[src/ttp_pkg.sv]
`timescale 1ns / 1ps

package ttp_pkg;

  localparam int TABLE_DEPTH_DEF = 256;
  localparam int FORCE_BITS_DEF  = 16;

  localparam int PULSE_W    = 12;
  localparam int IDX_W      = 8;
  localparam int CFG_IDX_W  = 2;
  localparam int CFG_DATA_W = 12;

  localparam logic [IDX_W-1:0]   LAST_INDEX_RST = 8'd200;
  localparam logic [PULSE_W-1:0] MIN_PULSE_RST  = 12'd1244;
  localparam logic [PULSE_W-1:0] MAX_PULSE_RST  = 12'd1752;

  localparam logic [CFG_IDX_W-1:0] CFG_LAST_INDEX = 2'd0;
  localparam logic [CFG_IDX_W-1:0] CFG_MIN_PULSE  = 2'd1;
  localparam logic [CFG_IDX_W-1:0] CFG_MAX_PULSE  = 2'd2;

  localparam logic KIND_WRITE = 1'b0;
  localparam logic KIND_QUERY = 1'b1;

  typedef struct packed {
    logic valid;
    logic is_query;
    logic wr_ok;
    logic done;
  } ctl_t;

endpackage

[src/ttp_ram.sv]
`timescale 1ns / 1ps

module ttp_ram #(
  parameter int WIDTH = ttp_pkg::FORCE_BITS_DEF,
  parameter int DEPTH = ttp_pkg::TABLE_DEPTH_DEF,
  localparam int AW = $clog2(DEPTH)
) (
  input  logic             clk,
  input  logic             we,
  input  logic [AW-1:0]    waddr,
  input  logic [WIDTH-1:0] wdata,
  input  logic             re,
  input  logic [AW-1:0]    raddr,
  output logic [WIDTH-1:0] rdata
);

  logic [WIDTH-1:0] mem_r [DEPTH];
  logic [WIDTH-1:0] rdata_r;

  always_ff @(posedge clk) begin
    if (we) begin
      mem_r[waddr] <= wdata;
    end
    if (re) begin
      rdata_r <= mem_r[raddr];
    end
  end

  assign rdata = rdata_r;

endmodule

[config.mk]
export PLATFORM = sky130hd
export DESIGN_NAME = ttp_ram
export DESIGN_NICKNAME = d
export VERILOG_FILES = /design/src/ttp_pkg.sv /design/src/ttp_ram.sv
export SDC_FILE = /design/constraint.sdc
export NUM_CORES = 2
export LEC_CHECK = 0
export BUFFER_PORTS_ARGS = -buffer_cell sky130_fd_sc_hd__buf_4
export CAP_MARGIN = 20
export CORE_ASPECT_RATIO = 0.5
export CORE_UTILIZATION = 30
export DETAILED_ROUTE_END_ITERATION = 6
export PLACE_DENSITY = 0.44
export SYNTH_ARGS = -nofsm -noshare
export SYNTH_HDL_FRONTEND = slang
export SYNTH_SLANG_ARGS = --single-unit
[constraint.sdc]
create_clock -name clk -period 4.6 [get_ports clk]
set_input_delay 0.92 -clock clk [delete_from_list [all_inputs] [get_ports clk]]
set_output_delay 0.92 -clock clk [all_outputs]
set_load 0.005 [all_outputs]
; ---- Word-level counts from Yosys, hierarchy flattened
; Memory sizes are Yosys's and may differ from the RTL's. A register that Yosys moved wholly into a read port is not among the register bits.
; Index checks and enable logic that the tools add are counted.
; W data, S select, Z words.
[totals]
regBits = 0
ramBits = 4096
inputBits = 35
output_inout_bits = 16
elab_cells = 3
n_memories = 1
[memory_table]
columns = name, depth, word_bits, read_ports, rd_clocked_by_memory_dff, wr, line_no
row1 = mem_r, 256, 16, 1, 1, 1, ttp_ram.sv:17  ; logic [WIDTH-1:0] mem_r [DEPTH];
[op_classes]
mux = 2
[ops]
columns = operator, n
row1 = $mux W1, 2

; ---- Depth between registers and ports, before layout
[logic_depth]
word_depth = 2
mapped_depth = 12
ltp_nobuf = 6

; ---- Worst setup path after synthesis
; No wires, ideal clock.
[synth_path]
path_kind = input-to-reg
from = input raddr[0]
to = register rdata_r[4], in the netlist rdata[4] (read register of mem_r) (data pin)
setup_ns = 0.265
arrival_ns = 2.904
t_required_ns = 4.335
setup_slack_ns = 1.431
stages = 8
path_buffers = 3
cell_sequence = buf_6 > buf_6 > buf_2 > mux4_2 > mux4_2 > a22o_1 > o32ai_2 > nor4_2
[synth_rtl]
columns = item, line_no
row1 = start: declaration, ttp_ram.sv:13  ; input logic [AW-1:0] raddr,
row2 = end: declaration, ttp_ram.sv:18  ; logic [WIDTH-1:0] rdata_r;

==> impl_metrics.py <==
metrics = {
    "floorplan": {
        "row_count": 188,
        "die_area_um2": 533000,
        "start_util_pct": 30.2,
        "die_x_um": 1030,
        "ioPinCount": 51,
        "die_h_um": 517,
        "coreArea_um2": 526000,
    },
    "min_path": {
        "min_path_type": "in -> reg",
        "min-delay-start": "wdata[11]",
        "holdPathEnd": "mem_r[134][11]",
        "min_path_cells": 1,
    },
    "yosys": {
        "syn_inst": 7360,
        "synthArstFlopShare_pct": 0,
        "synth_edf_count": 4112,
        "syn_area_um2": 159000,
        "yosysUniqueCellTypes": 51,
        "ys_top_cells_by_area": "edfxtp_1, mux4_2, mux2i_1",
        "ys_seq_elements": 4112,
        "avgSynthCellArea_um2": 21.6,
        "ys.flop_type": "edfxtp_1",
        "synth_top_area_share_pct": 77.7,
        "synth_nets": 7395,
        "ys.warnings.count": 0,
        "synth_seq_area_share_pct": 77.7,
        "yosysTopAreaCell": "edfxtp_1",
    },
    "setup_path": {
        "rrSetupSlack_ns": 1.29,
        "cpLargestDelayFamily": "buffers and inverters",
        "critical-path-slowest-cell": "a22oi_1",
        "worst-endpoint-required_ns": 5.39,
        "path_cells": "buf_16 -> buf_12 -> buf_12 -> buf_12 -> buf_4 -> mux2i_1 -> o221ai_1 -> o22ai_1 -> a22oi_1 -> nand3_1 -> nor4_1",
        "end_kind": "flip-flop",
        "ff2ff_path_depth": 6,
        "cp.buffers_inverters": 5,
        "path_max_fanout": 47,
        "start_kind": "primary input",
        "criticalPathCategory": "in -> reg",
        "critPathArrivalTime_ns": 4.67,
        "worstReg2RegEnd": "rdata[14]",
        "worstReg2RegStart": "mem_r[48][14]",
        "crit_top_cell": "buf_12",
        "crit_path_max_incr_delay_ns": 0.51,
    },
    "routing": {
        "drt-wirelength-per-cell_um": 32.1,
        "vias": 79500,
        "drc": 0,
        "first_pass_iters": 6,
        "drtIter0Drc": 9592,
        "totalWireLength_um": 495000,
        "viasPerCell": 5.16,
        "ant_nets": 0,
    },
    "grt": {
        "antenna_found_initial": 61,
        "grt_use_total_pct": 18.2,
        "grt-ovfl-total": 0,
        "grt_max_degree": 106,
        "grt_pass1_vias": 78600,
        "grt_pass1_wl_um": 678000,
    },
    "timing": {
        "final_hold_viol_count": 0,
        "holdWs_ns": 0.309,
        "fmax_mhz": 257,
        "worst_pin_slew_ns": 1.18,
        "rsz0062_at_grt": "no",
        "slew_violations": 0,
        "finalSetupViolations": 0,
        "setup_slack_ns": 0.712,
        "finalSetupTns_ns": 0,
        "slew_headroom_pct": 21.3,
        "clock_skew_ns": 0.0859,
        "period_needed_ns": 3.89,
        "min_period_over_period_pct": 84.5,
    },
    "cells_and_area": {
        "drive_gt1_share_pct": 28.3,
        "final_cell_mix": "edfxtp_1, mux4_2, buf_4, mux2i_1, clkbuf_16",
        "layout_commonest_cell": "edfxtp_1",
        "fin_util_pct": 35.3,
        "fillCellCount": 48900,
        "layout.nets": 8081,
        "syn2layout_area_growth_pct": 16.7,
    },
    "cts": {
        "cts_tree": "yes",
        "post_cts.repair.setup_buffers": 0,
        "ctsHoldBuffers": 0,
        "cts_sinks": 4112,
        "cts-resized-gates": 0,
        "clk_latency_ns": 1.01,
        "clk_pin_slew_worst_paths_ns": 0.07,
        "cts_made_buffers": 404,
        "max-clock-path-buffers": 4,
        "cts-root-buf": "clkbuf_16",
        "cts.htree.levels": 5,
    },
    "pwr": {
        "finalPower_mw": 79.3,
        "power_density_nw_per_um2": 427,
        "swShare_pct": 22.2,
        "switchingPower_mw": 17.6,
        "pwr-share-seq_pct": 52.2,
        "ir_worst_vdd_v": 0.000334,
        "p_leak_nw": 58.1,
        "combPwrFrac_pct": 5.5,
        "p_int_mw": 61.7,
        "power.share.clock_pct": 42.3,
    },
    "place": {
        "place_congestion": 0.806,
        "dp_hpwl_um": 307000,
        "dp_slack_ns": -0.186,
        "portBuffers": 50,
    },
    "flow_run": {
        "maxCapViolCount": 0,
    },
    "outcome": {
        "status": "finished clean",
    },
}
metal layers:
layer	wire, µm	track usage [%]
met5	28	0
met1	225000	26.7
met2	229000	28.8
met3	30300	2.71
met4	10500	3.68
through the flow:
stage          instances  instance area, µm²
2_1_floorplan       7360              159000
3_3_place_gp       14700              172000
3_5_place_dp       14700              172000
4_1_cts            15400              185000
5_1_grt            15400              185000
6_report           15400              185000
final cells by class:
| type | count | area [µm²] | area share [%] |
|---|---|---|---|
| Multi-Input combinational cell | 2792 | 33200 | 17.9 |
| Clock buffer | 495 | 10600 | 5.69 |
| Clock inverter | 239 | 2480 | 1.34 |
| Antenna cell | 13 | 32.5 | 0.0175 |
| Inverter | 4 | 27.5 | 0.0148 |
| Tap cell | 7030 | 8800 | 4.74 |
| Sequential cell | 4112 | 123000 | 66.6 |
| Timing Repair Buffer | 732 | 6810 | 3.67 |
power groups by stage:
stage          registers, mW  clock network [mW]  logic, mW
2_1_floorplan           42.1                   0       2.04
3_3_place_gp            42.2                   0       4.37
3_5_place_dp            42.2                   0       4.40
4_1_cts                 41.4                34.3       4.40
5_1_grt                 41.4                35.7       4.54
6_report                41.4                33.6       4.33
cell families after synthesis:
group / after synthesis / share of synthesized area [%]
AO/OA/AOI/OAI: 786 / 3.53
buffers and inverters: 456 / 1.69
AND/OR/NAND/NOR: 556 / 1.57
multiplexers: 1450 / 15.5
flip-flops: 4112 / 77.7
Yosys cell counts (2+ instances only):
master	instances
inv_1	3
nand4b_1	3
buf_6	77
o32ai_1	20
o21ai_0	37
nand4_1	26
a2111oi_0	6
mux2i_1	565
buf_12	5
and4_1	2
a31oi_1	6
edfxtp_1	4112
a21oi_1	175
buf_1	27
nor2b_1	9
a22oi_1	43
buf_8	11
o22ai_1	148
or3_1	2
mux2_2	88
nand2b_1	3
nor2_1	304
and3_1	11
o221ai_1	252
nor3_1	92
clkbuf_1	230
or2_2	4
nor4bb_1	2
a221oi_1	28
mux4_2	797
buf_2	76
o31ai_1	16
nand2_1	38
a22o_1	32
nand3_1	35
a21o_1	2
buf_4	26
nor4_1	17
a211oi_1	18
worst max path at each step:
stage	startpoint	to	slack, ns	depth (start not counted)
2_1_floorplan	raddr[0]	rdata[4]	1.43	8
3_3_place_gp	raddr[0]	rdata[4]	-1.10	10
3_5_place_dp	raddr[0]	rdata[14]	-0.19	9
4_1_cts	raddr[0]	rdata[1]	0.84	12
5_1_grt	raddr[0]	rdata[1]	0.63	12
6_report	raddr[0]	rdata[6]	0.71	11
sequential cells by signal (all words and copies together) (netlist names):
name   flops
rdata     16
mem_r   4096
Power figures use the tool's default switching activity.
